[config.mk]
export PLATFORM = sky130hd
export DESIGN_NAME = graphic_lcd_write_sequencer_top
export DESIGN_NICKNAME = d
export VERILOG_FILES = /design/src/rtl/core/lcdws_pkg.sv /design/src/rtl/core/graphic_lcd_write_sequencer_top.sv /design/src/rtl/core/lcdws_front.sv /design/src/rtl/core/lcdws_queue.sv /design/src/rtl/core/lcdws_back.sv
export VERILOG_INCLUDE_DIRS = /design/src /design/src/rtl/core
export SDC_FILE = /design/constraint.sdc
export NUM_CORES = 1
export LEC_CHECK = 0
export BUFFER_PORTS_ARGS = -buffer_cell sky130_fd_sc_hd__buf_4
export CAP_MARGIN = 20
export CELL_PAD_IN_SITES_DETAIL_PLACEMENT = 2
export CELL_PAD_IN_SITES_GLOBAL_PLACEMENT = 2
export CORE_AREA = 2 2 101 152
export DETAILED_ROUTE_END_ITERATION = 8
export DIE_AREA = 0 0 103 154
export HOLD_SLACK_MARGIN = 0.08
export PLACE_DENSITY = 0.82
export SYNTH_ARGS = -nofsm -noshare
export SYNTH_HDL_FRONTEND = slang
export SYNTH_SLANG_ARGS = --single-unit
[constraint.sdc]
create_clock -name clock -period 4 [get_ports clock]
set_input_delay 0.2 -clock clock [delete_from_list [all_inputs] [get_ports clock]]
set_output_delay 0.2 -clock clock [all_outputs]
set_load 0.01 [all_outputs]
[src/rtl/core/graphic_lcd_write_sequencer_top_defines.svh]
// Assertion macros for the LCD write sequencer.
// Expects clock and reset in scope at the point of use.
`ifndef GRAPHIC_LCD_WRITE_SEQUENCER_TOP_DEFINES_SVH
`define GRAPHIC_LCD_WRITE_SEQUENCER_TOP_DEFINES_SVH

// Same-cycle implication, disabled during reset.
`define LCDWS_ASSERT_IMP(lbl, ante, cons, msg) \
   lbl: assert property (@(posedge clock) disable iff (reset) (ante) |-> (cons)) \
      else $error(msg);

// Next-cycle implication, disabled during reset.
`define LCDWS_ASSERT_NXT(lbl, ante, cons, msg) \
   lbl: assert property (@(posedge clock) disable iff (reset) (ante) |=> (cons)) \
      else $error(msg);

`endif

[src/rtl/core/lcdws_pkg.sv]
// Shared types, constants and byte tables for the LCD write sequencer.
// No dependencies; used by every module of the block.
package lcdws_pkg;

   localparam int ROW_WIDTH_DEFAULT   = 128;
   localparam int QUEUE_DEPTH_DEFAULT = 4;

   localparam logic [7:0] FIRST_COL      = 8'd11;
   localparam logic [5:0] CONTRAST_RESET = 6'd25;
   localparam logic [4:0] PAGE_CMD_BASE  = 5'b10110;  // 176 + page
   localparam logic [7:0] COL_HIGH_CMD   = 8'd16;
   localparam int         CSR_ADDR_W     = 3;
   localparam logic       CSR_IDX_CONTRAST = 1'b0;
   localparam logic [3:0] INIT_LAST_STEP = 4'd11;
   localparam logic [3:0] INIT_CONTRAST_STEP = 4'd5;

   typedef enum logic [1:0] {
      CMD_WRITE = 2'd0,
      CMD_HOME  = 2'd1,
      CMD_INIT  = 2'd2
   } cmd_type;

   typedef enum logic [1:0] {
      JOB_WRITE = 2'd0,
      JOB_ADDR  = 2'd1,
      JOB_INIT  = 2'd2
   } job_kind_type;

   typedef struct packed {
      job_kind_type kind;
      logic         wrap;
      logic [2:0]   page;
      logic [7:0]   data;
   } job_type;

   typedef struct packed {
      logic       full;
      logic       empty;
   } queue_status_type;

   typedef struct packed {
      logic       is_data;
      logic [7:0] bus_byte;
      logic       last;
   } beat_type;

   // Fixed controller setup; the contrast slot is filled in by the caller.
   function automatic logic [7:0] init_byte(input logic [3:0] idx);
      logic [7:0] b;
      case (idx)
         4'd0:    b = 8'd226;
         4'd1:    b = 8'd161;
         4'd2:    b = 8'd163;
         4'd3:    b = 8'h2f;
         4'd4:    b = 8'd129;
         4'd6:    b = 8'd175;
         4'd7:    b = 8'd197;
         4'd8:    b = 8'd200;
         4'd9:    b = 8'd64;
         4'd10:   b = 8'd176;
         4'd11:   b = 8'd16;
         default: b = 8'd0;
      endcase
      return b;
   endfunction

   // Page / column address triple.
   function automatic logic [7:0] addr_byte(input logic [1:0] idx, input logic [2:0] page);
      logic [7:0] b;
      case (idx)
         2'd0:    b = {PAGE_CMD_BASE, page};
         2'd1:    b = COL_HIGH_CMD;
         default: b = FIRST_COL;
      endcase
      return b;
   endfunction

endpackage

[src/rtl/core/graphic_lcd_write_sequencer_top.sv]
// Top level of the graphic LCD write sequencer: CSR port, front end,
// job queue and back end. Depends on lcdws_pkg and the defines header.
//
//   channel   dir   handshake          payload
//   req_*     in    tvalid / tready    tdata: command, data_byte
//   rsp_*     out   tvalid / tready    tdata: bus_byte, tuser: is_data, tlast: last
//   csr_*     in    psel / penable     contrast register at byte address 0
//
// Flow: a command is taken whenever the job queue has room; the back end
// sends one bus byte per cycle while rsp_tready holds, so a write without
// wrap costs one bus byte, a write with wrap four, home three and init
// twelve. The back end's single byte per cycle sets the sustained rate; the
// first byte passes a queue slot and then the output register before rsp.
// Reset: contrast 25, cursor at column 11, page 0,
// queue empty. A stalled rsp side fills the queue, then drops req_tready.
`include "graphic_lcd_write_sequencer_top_defines.svh"

module graphic_lcd_write_sequencer_top #(
   parameter int ROW_WIDTH   = lcdws_pkg::ROW_WIDTH_DEFAULT,
   parameter int QUEUE_DEPTH = lcdws_pkg::QUEUE_DEPTH_DEFAULT
) (
   input  logic                            clock,
   input  logic                            reset,
   // req transaction
   input  logic                            req_tvalid,
   output logic                            req_tready,
   input  logic [15:0]                     req_tdata,   // [1:0] command, [9:2] data_byte
   // rsp transaction
   output logic                            rsp_tvalid,
   input  logic                            rsp_tready,
   output logic [7:0]                      rsp_tdata,   // [7:0] bus_byte
   output logic                            rsp_tuser,   // [0] is_data
   output logic                            rsp_tlast,
   // configuration
   input  logic                            csr_psel,
   input  logic                            csr_penable,
   input  logic                            csr_pwrite,
   input  logic [lcdws_pkg::CSR_ADDR_W-1:0] csr_paddr,
   input  logic [31:0]                     csr_pwdata,
   output logic [31:0]                     csr_prdata,
   output logic                            csr_pready
);

   logic [5:0]                    contrast_ff, contrast_in;
   logic                          csr_hit;
   logic                          req_accept;
   logic                          push;
   logic                          pop;
   lcdws_pkg::job_type            push_job;
   lcdws_pkg::job_type            head_job;
   lcdws_pkg::queue_status_type   q_status;
   lcdws_pkg::beat_type           out_beat;

   // Configuration: one register; ignore writes beyond it.
   assign csr_pready = 1'b1;
   assign csr_hit    = (csr_paddr[2] == lcdws_pkg::CSR_IDX_CONTRAST);
   assign csr_prdata = csr_hit ? {26'd0, contrast_ff} : 32'd0;

   always_comb begin
      contrast_in = contrast_ff;
      if (csr_psel && csr_penable && csr_pwrite && csr_pready && csr_hit) begin
         contrast_in = csr_pwdata[5:0];
      end
   end

   always_ff @(posedge clock) begin
      if (reset) begin
         contrast_ff <= lcdws_pkg::CONTRAST_RESET;
      end else begin
         contrast_ff <= contrast_in;
      end
   end

   // Hold off new commands only when the queue is full.
   assign req_tready = !q_status.full;
   assign req_accept = req_tvalid && req_tready;

   lcdws_front #(
      .ROW_WIDTH (ROW_WIDTH)
   ) u_front (
      .clock     (clock),
      .reset     (reset),
      .accept    (req_accept),
      .command   (req_tdata[1:0]),
      .data_byte (req_tdata[9:2]),
      .push      (push),
      .push_job  (push_job)
   );

   lcdws_queue #(
      .DEPTH (QUEUE_DEPTH)
   ) u_queue (
      .clock    (clock),
      .reset    (reset),
      .push     (push),
      .push_job (push_job),
      .pop      (pop),
      .head_job (head_job),
      .status   (q_status)
   );

   lcdws_back u_back (
      .clock     (clock),
      .reset     (reset),
      .head_job  (head_job),
      .q_status  (q_status),
      .contrast  (contrast_ff),
      .pop       (pop),
      .out_valid (rsp_tvalid),
      .out_ready (rsp_tready),
      .out_beat  (out_beat)
   );

   assign rsp_tdata = out_beat.bus_byte;
   assign rsp_tuser = out_beat.is_data;
   assign rsp_tlast = out_beat.last;

   // Never retire a job from an empty queue.
   `LCDWS_ASSERT_IMP(a_pop_nonempty, pop, !q_status.empty, "job popped from empty queue")
   // A queued job is visible in the next cycle.
   `LCDWS_ASSERT_NXT(a_push_visible, push, !q_status.empty, "accepted command lost")
   // The closing byte of an init job is a marked command byte.
   `LCDWS_ASSERT_NXT(a_init_no_data,
      pop && (head_job.kind == lcdws_pkg::JOB_INIT), !out_beat.is_data && out_beat.last,
      "init job produced data byte")

endmodule

[src/rtl/core/lcdws_front.sv]
// Front end: accepts commands, tracks the cursor, classifies into jobs.
// Depends on lcdws_pkg.
module lcdws_front #(
   parameter int ROW_WIDTH = lcdws_pkg::ROW_WIDTH_DEFAULT
) (
   input  logic                clock,
   input  logic                reset,
   input  logic                accept,
   input  logic [1:0]          command,
   input  logic [7:0]          data_byte,
   output logic                push,
   output lcdws_pkg::job_type  push_job
);

   localparam logic [7:0] COL_END = 8'(int'(lcdws_pkg::FIRST_COL) + ROW_WIDTH);

   logic [7:0] column_ff, column_in;
   logic [2:0] page_ff, page_in;
   logic [7:0] col_plus;
   logic       wrap;

   assign col_plus = column_ff + 8'd1;
   assign wrap     = (col_plus == COL_END);

   always_comb begin
      column_in     = column_ff;
      page_in       = page_ff;
      push          = 1'b0;
      push_job.kind = lcdws_pkg::JOB_WRITE;
      push_job.wrap = 1'b0;
      push_job.page = page_ff;
      push_job.data = data_byte;
      if (accept) begin
         case (command)
            lcdws_pkg::CMD_WRITE: begin
               push          = 1'b1;
               push_job.wrap = wrap;
               if (wrap) begin
                  column_in = lcdws_pkg::FIRST_COL;
                  page_in   = page_ff + 3'd1;
               end else begin
                  column_in = col_plus;
               end
               push_job.page = page_in;
            end
            lcdws_pkg::CMD_HOME: begin
               push          = 1'b1;
               push_job.kind = lcdws_pkg::JOB_ADDR;
               column_in     = lcdws_pkg::FIRST_COL;
               page_in       = 3'd0;
               push_job.page = 3'd0;
            end
            lcdws_pkg::CMD_INIT: begin
               push          = 1'b1;
               push_job.kind = lcdws_pkg::JOB_INIT;
            end
            default: begin
               // drop the unused code
            end
         endcase
      end
   end

   always_ff @(posedge clock) begin
      if (reset) begin
         column_ff <= lcdws_pkg::FIRST_COL;
         page_ff   <= 3'd0;
      end else begin
         column_ff <= column_in;
         page_ff   <= page_in;
      end
   end

endmodule

[src/rtl/core/lcdws_queue.sv]
// Short job queue between the front and back ends.
// Depends on lcdws_pkg.
module lcdws_queue #(
   parameter int DEPTH = lcdws_pkg::QUEUE_DEPTH_DEFAULT
) (
   input  logic                          clock,
   input  logic                          reset,
   input  logic                          push,
   input  lcdws_pkg::job_type            push_job,
   input  logic                          pop,
   output lcdws_pkg::job_type            head_job,
   output lcdws_pkg::queue_status_type   status
);

   localparam int PTR_W = (DEPTH > 1) ? $clog2(DEPTH) : 1;
   localparam int CNT_W = $clog2(DEPTH + 1);
   localparam logic [PTR_W-1:0] PTR_LAST = PTR_W'(DEPTH - 1);
   localparam logic [CNT_W-1:0] CNT_FULL = CNT_W'(DEPTH);

   lcdws_pkg::job_type slot_ff [DEPTH];
   logic [PTR_W-1:0]   wr_ptr_ff, wr_ptr_in;
   logic [PTR_W-1:0]   rd_ptr_ff, rd_ptr_in;
   logic [CNT_W-1:0]   count_ff, count_in;

   assign status.full  = (count_ff == CNT_FULL);
   assign status.empty = (count_ff == '0);
   assign head_job     = slot_ff[rd_ptr_ff];

   always_comb begin
      wr_ptr_in = wr_ptr_ff;
      rd_ptr_in = rd_ptr_ff;
      count_in  = count_ff;
      if (push) begin
         wr_ptr_in = (wr_ptr_ff == PTR_LAST) ? '0 : wr_ptr_ff + PTR_W'(1);
      end
      if (pop) begin
         rd_ptr_in = (rd_ptr_ff == PTR_LAST) ? '0 : rd_ptr_ff + PTR_W'(1);
      end
      if (push && !pop) begin
         count_in = count_ff + CNT_W'(1);
      end else if (pop && !push) begin
         count_in = count_ff - CNT_W'(1);
      end
   end

   always_ff @(posedge clock) begin
      if (reset) begin
         wr_ptr_ff <= '0;
         rd_ptr_ff <= '0;
         count_ff  <= '0;
      end else begin
         wr_ptr_ff <= wr_ptr_in;
         rd_ptr_ff <= rd_ptr_in;
         count_ff  <= count_in;
      end
   end

   always_ff @(posedge clock) begin
      if (push) begin
         slot_ff[wr_ptr_ff] <= push_job;
      end
   end

endmodule

[src/rtl/core/lcdws_back.sv]
// Back end: expands the head job into bus bytes, one per cycle while the
// output is not stalled, into an output register. Depends on lcdws_pkg.
module lcdws_back (
   input  logic                          clock,
   input  logic                          reset,
   input  lcdws_pkg::job_type            head_job,
   input  lcdws_pkg::queue_status_type   q_status,
   input  logic [5:0]                    contrast,
   output logic                          pop,
   output logic                          out_valid,
   input  logic                          out_ready,
   output lcdws_pkg::beat_type           out_beat
);

   logic [3:0]          step_ff, step_in;
   logic                valid_ff, valid_in;
   lcdws_pkg::beat_type beat_ff;
   lcdws_pkg::beat_type beat;
   logic                advance;
   logic [3:0]          addr_idx;

   assign advance  = !q_status.empty && (!valid_ff || out_ready);
   assign addr_idx = (head_job.kind == lcdws_pkg::JOB_WRITE) ? step_ff - 4'd1 : step_ff;

   always_comb begin
      beat.is_data  = 1'b0;
      beat.bus_byte = lcdws_pkg::addr_byte(addr_idx[1:0], head_job.page);
      beat.last     = (addr_idx == 4'd2);
      case (head_job.kind)
         lcdws_pkg::JOB_WRITE: begin
            if (step_ff == 4'd0) begin
               beat.is_data  = 1'b1;
               beat.bus_byte = head_job.data;
               beat.last     = !head_job.wrap;
            end
         end
         lcdws_pkg::JOB_ADDR: begin
            // address triple already selected
         end
         lcdws_pkg::JOB_INIT: begin
            beat.bus_byte = (step_ff == lcdws_pkg::INIT_CONTRAST_STEP) ?
                            {2'b00, contrast} : lcdws_pkg::init_byte(step_ff);
            beat.last     = (step_ff == lcdws_pkg::INIT_LAST_STEP);
         end
         default: begin
            beat.last = 1'b1;
         end
      endcase
   end

   assign pop = advance && beat.last;

   always_comb begin
      step_in  = step_ff;
      valid_in = valid_ff;
      if (advance) begin
         valid_in = 1'b1;
         step_in  = beat.last ? 4'd0 : step_ff + 4'd1;
      end else if (out_ready) begin
         valid_in = 1'b0;
      end
   end

   always_ff @(posedge clock) begin
      if (reset) begin
         step_ff  <= 4'd0;
         valid_ff <= 1'b0;
      end else begin
         step_ff  <= step_in;
         valid_ff <= valid_in;
      end
   end

   always_ff @(posedge clock) begin
      if (advance) begin
         beat_ff <= beat;
      end
   end

   assign out_valid = valid_ff;
   assign out_beat  = beat_ff;

endmodule

==> flow_metrics.tcl, run 1 <==
set metrics [dict create \
    synth_compound_area_share_pct 11.5 \
    synthAdderAreaFrac_pct 3.41 \
    diodes 0 \
    drc 0 \
    power_density_nw_per_um2 630 \
    leakagePower_nw 2.20 \
    insertion_delay_ns 0.35 \
    synth_top_family_by_area "simple AND/OR/NAND/NOR gates" \
    switchingPower_w 0.00126 \
    grt_pass1_wl_um 20100 \
    antenna_found_initial 0 \
    synth.area.mux_share_pct 9.60 \
    pin_count 103 \
    fin_crit_sh_pct 83.9 \
    vias_per_cell 5.05 \
    r2r-end "u_queue.count_ff[2]" \
    synthCells 406 \
    synth_edf_count 66 \
    clock-sinks 105 \
    drv_cap 0 \
    fin_skew_ns 0.00830 \
    grt.met1_usage_pct 18.3 \
    layout-drive-gt1-share_pct 19.9 \
    rsz0062_at_grt "false" \
    hold_path.class "primary input to flip-flop" \
    numCtsBuffers 9 \
    worstPathRequired_ns 4.28 \
    finalNetCount 524 \
    r2r_start "u_back.step_ff[0]" \
    whs_endpoint "contrast_ff[1]" \
    firstDrtPassIters 5 \
    synth_top_area_share_pct 39.7 \
    synth_largest_area_cell "edfxtp_1" \
    die-area_um2 15900 \
    slew_headroom_pct 45.0 \
    cts_htree_levels 3 \
    setup-tns-final_ns 0 \
    ff2ff_path_depth 12 \
    regToRegSetupSlack_ns 0.65 \
    ys_types 65 \
    crit_arrival_ns 3.63 \
    start_util_pct 34.5 \
    die_y_um 154 \
    track_usage_pct 16.8 \
    cp_max_fo 11 \
    internal-power_w 0.00239 \
    met3_usage_pct 1.59 \
    port_buffers 41 \
    gp_congestion 0.810 \
    cts_tree "built" \
    synthArstFlopShare_pct 0 \
    clkPwrFrac_pct 24.3 \
    drt_iter0_drc 120 \
    yosys_register_bits 105 \
    ant_nets 0 \
    max_freq_ghz 0.298 \
    holdWs_ns 0.0880 \
    setup.worst_path.start_class "flip-flop" \
    combPwrFrac_pct 36.1 \
    grt_pass1_vias 3616 \
    crit_type "flip-flop to flip-flop" \
    coreArea_um2 14500 \
    syn_area_um2 4990 \
    use_met2_pct 30.9 \
    clk_pin_slew_worst_paths_ns 0.07 \
    gr-total-overflow 0 \
    slew_violations 0 \
    pwr-share-seq_pct 39.5 \
    cts_root_buffer "clkbuf_16" \
    ir_drop_mv 0.256 \
    areaGrowthSynthToFinish_pct 15.9 \
    avgSynthCellArea_um2 12.3 \
    busiest_layer "met2" \
    yosysSeqAreaShare_pct 55.3 \
    worst_pin_slew_ns 0.822 \
    dp_hpwl_um 9230 \
    finalHoldViolCount 0 \
    hold_start "csr_pwdata[1]" \
    setup-violations-final 0 \
    dieWidth_um 103 \
    run_status "complete, no violations" \
    synth-main-ff-cell "edfxtp_1" \
    post_drt_wl_per_cell_um 19.3 \
    hold_depth 3 \
    period_minus_slack_ns 3.35 \
    fill_cells 1531 \
    grt_max_degree 28 \
    yosys_warnings 0 \
    worst_setup_path_end_kind "flip-flop" \
    synthSimpleGateAreaFrac_pct 12.0 \
    p_sw_share_pct 34.6 \
    clockBufferDepth 2 \
    vias 3304 \
    rows 54 \
    synthXorXnorAreaFrac_pct 1.58 \
    wirelength_um 12600 \
    ys_top_cells_by_area "edfxtp_1 (40%), dfxtp_1 (16%), buf_4 (4.1%)" \
]
## metrics by stage
| stage | instance area [µm²] | total power (W) | util, % | setup WS, ns | std cells |
|---|---|---|---|---|---|
| 2_1_floorplan | 5090 | 0.00233 | - | 0.905 | 431 |
| 3_3_place_gp | 5400 | 0.00265 | 37.3 | 0.868 | 629 |
| 3_5_place_dp | 5400 | 0.00274 | 37.3 | 0.675 | 629 |
| 4_1_cts | 5770 | 0.00366 | 39.9 | 0.604 | 653 |
| 5_1_grt | 5790 | 0.00385 | 40.0 | 0.432 | 654 |
| 6_report | 5790 | 0.00365 | 40.0 | 0.645 | 654 |
## worst max-delay path by stage
stage | from | endpoint | slack (ns) | cells past startpoint
final | u_back.step_ff[0] | u_queue.count_ff[2] | 0.65 | 12
after CTS | u_back.step_ff[0] | u_queue.count_ff[2] | 0.60 | 12
after global routing | u_back.step_ff[0] | u_queue.count_ff[2] | 0.43 | 14
after detailed placement | flip-flop | u_queue.count_ff[2] | 0.68 | 11
after global placement | u_back.step_ff[0] | u_queue.count_ff[2] | 0.87 | 12
after floorplan | u_back.step_ff[0] | u_queue.count_ff[2] | 0.90 | 14
## cell type report
| cell class | count | area [µm²] | area share, % |
|---|---|---|---|
| clock inverter | 6 | 67.6 | 1.17 |
| tap | 196 | 245 | 4.24 |
| clock buffer | 10 | 229 | 3.96 |
| timing repair buffer | 53 | 425 | 7.35 |
| multi-input combinational | 270 | 2010 | 34.7 |
| sequential | 105 | 2760 | 47.7 |
| inverter | 14 | 52.6 | 0.908 |
## per-layer routing
metal | wire, µm | share of wire [%]
met1 | 4750 | 38
met2 | 7100 | 56
met3 | 295 | 2.3
met4 | 501 | 4.0
met5 | 0 | 0
## power by group through the flow
stage | registers [W] | logic, W | clock network, W
3_3_place_gp | 0.00146 | 0.00120 | 0
3_5_place_dp | 0.00147 | 0.00128 | 0
2_1_floorplan | 0.00146 | 0.000872 | 0
6_report | 0.00144 | 0.00132 | 0.000887
5_1_grt | 0.00146 | 0.00145 | 0.000942
4_1_cts | 0.00145 | 0.00131 | 0.000905
## worst max-delay path: stages (launching register included)
cell and delay [ns]:
dfxtp_1 0.57, inv_1 0.19, ha_1 0.50, nor3_1 0.09, a32oi_1 0.27, o22ai_4 0.17, nand2_1 0.11, ha_1 0.19
inv_1 0.07, fa_1 0.39, xor2_1 0.19, or3_1 0.36, a21oi_1 0.16
## timing repair
item,4_1_cts,5_1_grt
buffers inserted,0,0
gates resized for setup,0,0
endpoints found under the hold margin,32,0
hold buffers,8,0
## cells in the final DEF, fill, tap and decap left out, types with 6 or more instances in the layout
cell type / n
mux2_2: 6
clkbuf_16: 9
inv_1: 14
edfxtp_1: 66
nor2b_1: 10
nand2_1: 20
nand3_1: 8
o21ai_0: 9
buf_4: 44
nor2_1: 30
a21oi_1: 20
dlygate4sd3_1: 8
dfxtp_1: 39
mux4_2: 9
a22oi_1: 6
ha_1: 12
mux2i_1: 13
conb_1: 27
nor3_1: 8
## cells by family (layout without fill, tap and decap cells)
family                     after synthesis  in the layout
xor gates and xnor gates                 9              9
DFF                                    105            105
muxes                                   31             31
other                                    2             27
buffers and inverters                   56             83
and+or+nand+nor                        113            113
adders and majority gates               13             13
AOI/OAI and AO/OA                       77             77
## cell usage after synthesis, types with 2 or more instances
cell and count:
a22oi_1 6, buf_4 27, nand4_1 2, a21boi_0 3
nor2b_1 10, or3_1 3, and4_1 2, nand3_1 8
a21oi_2 2, mux4_2 9, and3_1 3, edfxtp_1 66
mux4_1 3, ha_1 12, conb_1 2, clkbuf_1 12
o21ba_1 2, xnor2_1 5, a21oi_1 21, xor2_1 4
o22ai_1 4, a31oi_1 3, a211o_1 5, dfxtp_1 39
or2_2 3, nand3b_1 4, buf_2 2, nand2_1 20
inv_1 14, and2_1 5, o221ai_1 3, nor3_1 8
nor3b_1 3, a21o_1 2, or3b_2 2, nor2_1 30
nand4b_1 2, mux2_2 6, o21ai_0 9, nand2b_1 3
mux2i_1 13
## flip-flops by register name, indices dropped and copies added, names as in the netlist, named ones only
signal and cells:
u_back.out_beat 10, u_back.out_valid 1, u_queue.rd_ptr_ff 2, u_front.page_ff 3, u_queue.wr_ptr_ff 2, u_front.column_ff 8, u_back.step_ff 4, u_queue.slot_ff 56
u_queue.count_ff 3, contrast_ff 6
Note: power is estimated with default switching activity, not from simulation.
==> inputs of run 2 (changes only) <==
Settings changed: ABC_AREA set to 1, CORE_AREA 2 2 101 152 to 2 2 108 163, DIE_AREA 0 0 103 154 to 0 0 110 165, PLACE_DENSITY 0.82 to 0.8.
Clock period 4 ns to 2.9 ns, I/O delays scaled along.
==> run 2 against run 1 <==
Effect of this change:
- design area is 2.1% higher
- clock skew is 0.0057 ns higher
- maximum frequency is 27% higher
- die area is 14% higher
- largest power group is now combinational logic
==> flow_metrics.tcl, run 2 <==
set metrics [dict create \
    run_status "complete, no violations" \
    largest_reg_flops 56 \
    synthArstFlopShare_pct 0 \
    fin_skew_ns 0.0140 \
    setup-tns-final_ns 0 \
    grt_pass1_vias 4139 \
    synth_edf_count 66 \
    yosys_warnings 0 \
    finish.utilization_pct 35.5 \
    synth_largest_area_cell "edfxtp_1" \
    ir_drop_mv 0.344 \
    pin_count 103 \
    track_usage_pct 16.0 \
    period_minus_slack_ns 2.64 \
    finalHoldViolCount 0 \
    ys_top_cells_by_area "edfxtp_1 (40%), dfxtp_1 (16%), nand2_1 (6.9%)" \
    clock-sinks 105 \
    fin_crit_sh_pct 91.0 \
    hold_path.class "primary input to flip-flop" \
    rows 58 \
    firstDrtPassIters 4 \
    cts_root_buffer "clkbuf_16" \
    synthCells 504 \
    top_register "u_queue.slot_ff" \
    gr-total-overflow 0 \
    drt_iter0_drc 86 \
    vias_per_cell 4.71 \
    setup.worst_path.start_class "flip-flop" \
    yosysSeqAreaShare_pct 55.8 \
    cts_htree_levels 3 \
    multiInputGateArea_um2 1830 \
    finalPower_w 0.00536 \
    crit_arrival_ns 2.92 \
    port_buffers 41 \
    setup-violations-final 0 \
    fin_ws_ns 0.260 \
    slew_violations 0 \
    post_drt_wl_per_cell_um 17.3 \
    crit_type "flip-flop to flip-flop" \
    finalNetCount 643 \
    coreArea_um2 16600 \
    power_density_nw_per_um2 907 \
    syn_area_um2 4950 \
    drc 0 \
    worst_pin_slew_ns 0.751 \
    worstPathRequired_ns 3.18 \
    die_y_um 165 \
    avgSynthCellArea_um2 9.83 \
    antenna_found_initial 0 \
    synth_top_area_share_pct 40.0 \
    wirelength_um 13600 \
    fill_cells 1794 \
    dieWidth_um 110 \
    clockBufferDepth 2 \
    max_freq_ghz 0.379 \
    ys_types 46 \
    ys_top_cells_by_count "nand2_1 (91), edfxtp_1 (66), inv_1 (44), nor2_1 (44), dfxtp_1 (39)" \
    die-area_um2 18200 \
    areaGrowthSynthToFinish_pct 19.3 \
    layout_commonest_cell "nand2_1" \
    yosysMostFrequentCell "nand2_1" \
    numCtsBuffers 9 \
    drv_cap 0 \
    insertion_delay_ns 0.36 \
    cp_max_fo 28 \
    cts_tree "built" \
    seq_area_um2 2760 \
    worst_setup_path_end_kind "flip-flop" \
    start_util_pct 29.8 \
    ant_nets 0 \
    diodes 0 \
    dpl_worst_slack_ns 0.186 \
    final_cell_mix "nand2_1 (91), edfxtp_1 (66), buf_4 (57)" \
    layout-drive-gt1-share_pct 18.8 \
    leakagePower_nw 2.47 \
    yosys_register_bits 105 \
    grt_pass1_wl_um 21700 \
    dp_hpwl_um 10100 \
    slew_headroom_pct 49.9 \
    synth-main-ff-cell "edfxtp_1" \
    vias 3699 \
    grt_max_degree 29 \
    rsz0062_at_grt "false" \
    gp_congestion 0.811 \
    clk_pin_slew_worst_paths_ns 0.07 \
]
==> run 2: layout make-up <==
cell class / instances / area share, %
Timing Repair Buffer: 71 / 9.64
Sequential cell: 105 / 46.8
Clock buffer: 10 / 3.88
Inverter: 54 / 3.43
Clock inverter: 5 / 0.932
Multi-Input combinational cell: 331 / 30.9
Tap cell: 210 / 4.45
==> run 2: critical path, cell delays in order (launching register included) <==
cell and delay (ns):
dfxtp_1 0.38, buf_6 0.26, nand2_1 0.12, nand3_2 0.12, nand2_4 0.10, nand2_4 0.08, nand2_1 0.07, nand2_1 0.07
nand2_1 0.06, nand3_2 0.09, nand2_4 0.07, nand2_8 0.06, ha_1 0.14, inv_1 0.06, fa_1 0.41, nor2_1 0.12
nor2_1 0.05, nand2_1 0.08, o21ai_0 0.07, a21oi_1 0.15
==> run 2: routing by layer <==
metal | up-vias | routed length [µm] | track usage [%]
li1 | 1783 | - | -
met1 | 1852 | 4960 | 16.5
met2 | 50 | 8080 | 31.5
met3 | 14 | 353 | 2.76
met4 | 0 | 198 | 5.35
met5 | - | 0 | 0
==> run 2: cells by family after synthesis <==
family	count (synthesis)	share of synthesized area (%)
AOI/OAI and AO/OA	83	10.1
xor gates and xnor gates	9	1.74
adders and majority gates	13	3.44
buffers and inverters	93	9.25
DFF	105	55.8
other	2	0.152
and+or+nand+nor	199	19.5
==> run 2: path summary, 6_finish.rpt <==
path / slack, ns / endpoint / from / cells after the start
min reg2reg: 0.50 / u_front.column_ff[5] / u_front.column_ff[5] / 2
min: 0.09 / contrast_ff[5] / csr_pwdata[5] / 3
max reg2reg: 0.26 / u_queue.count_ff[2] / flip-flop / 19
max: 0.26 / u_queue.count_ff[2] / flip-flop / 19
==> run 2: timing repair <==
item	4_1_cts	5_1_grt
buffers inserted	0	0
setup endpoints to repair	0	2
gates resized for setup	0	2
hold buffers	13	0
endpoints found under the hold margin	40	0
==> run 2: power by group <==
group	switching (W)	internal, W
combinational	0.00139	0.000752
sequential	0.000108	0.00190
clock	0.000542	0.000664
==> run 2: per-stage QoR <==
step | instances | area (µm²) | hold WS (ns)
2_1_floorplan | 529 | 5050 | 0.244
3_3_place_gp | 758 | 5490 | 0.346
6_report | 786 | 5910 | 0.0942
4_1_cts | 786 | 5900 | 0.0804
5_1_grt | 786 | 5910 | 0.0998
3_5_place_dp | 758 | 5490 | 0.350
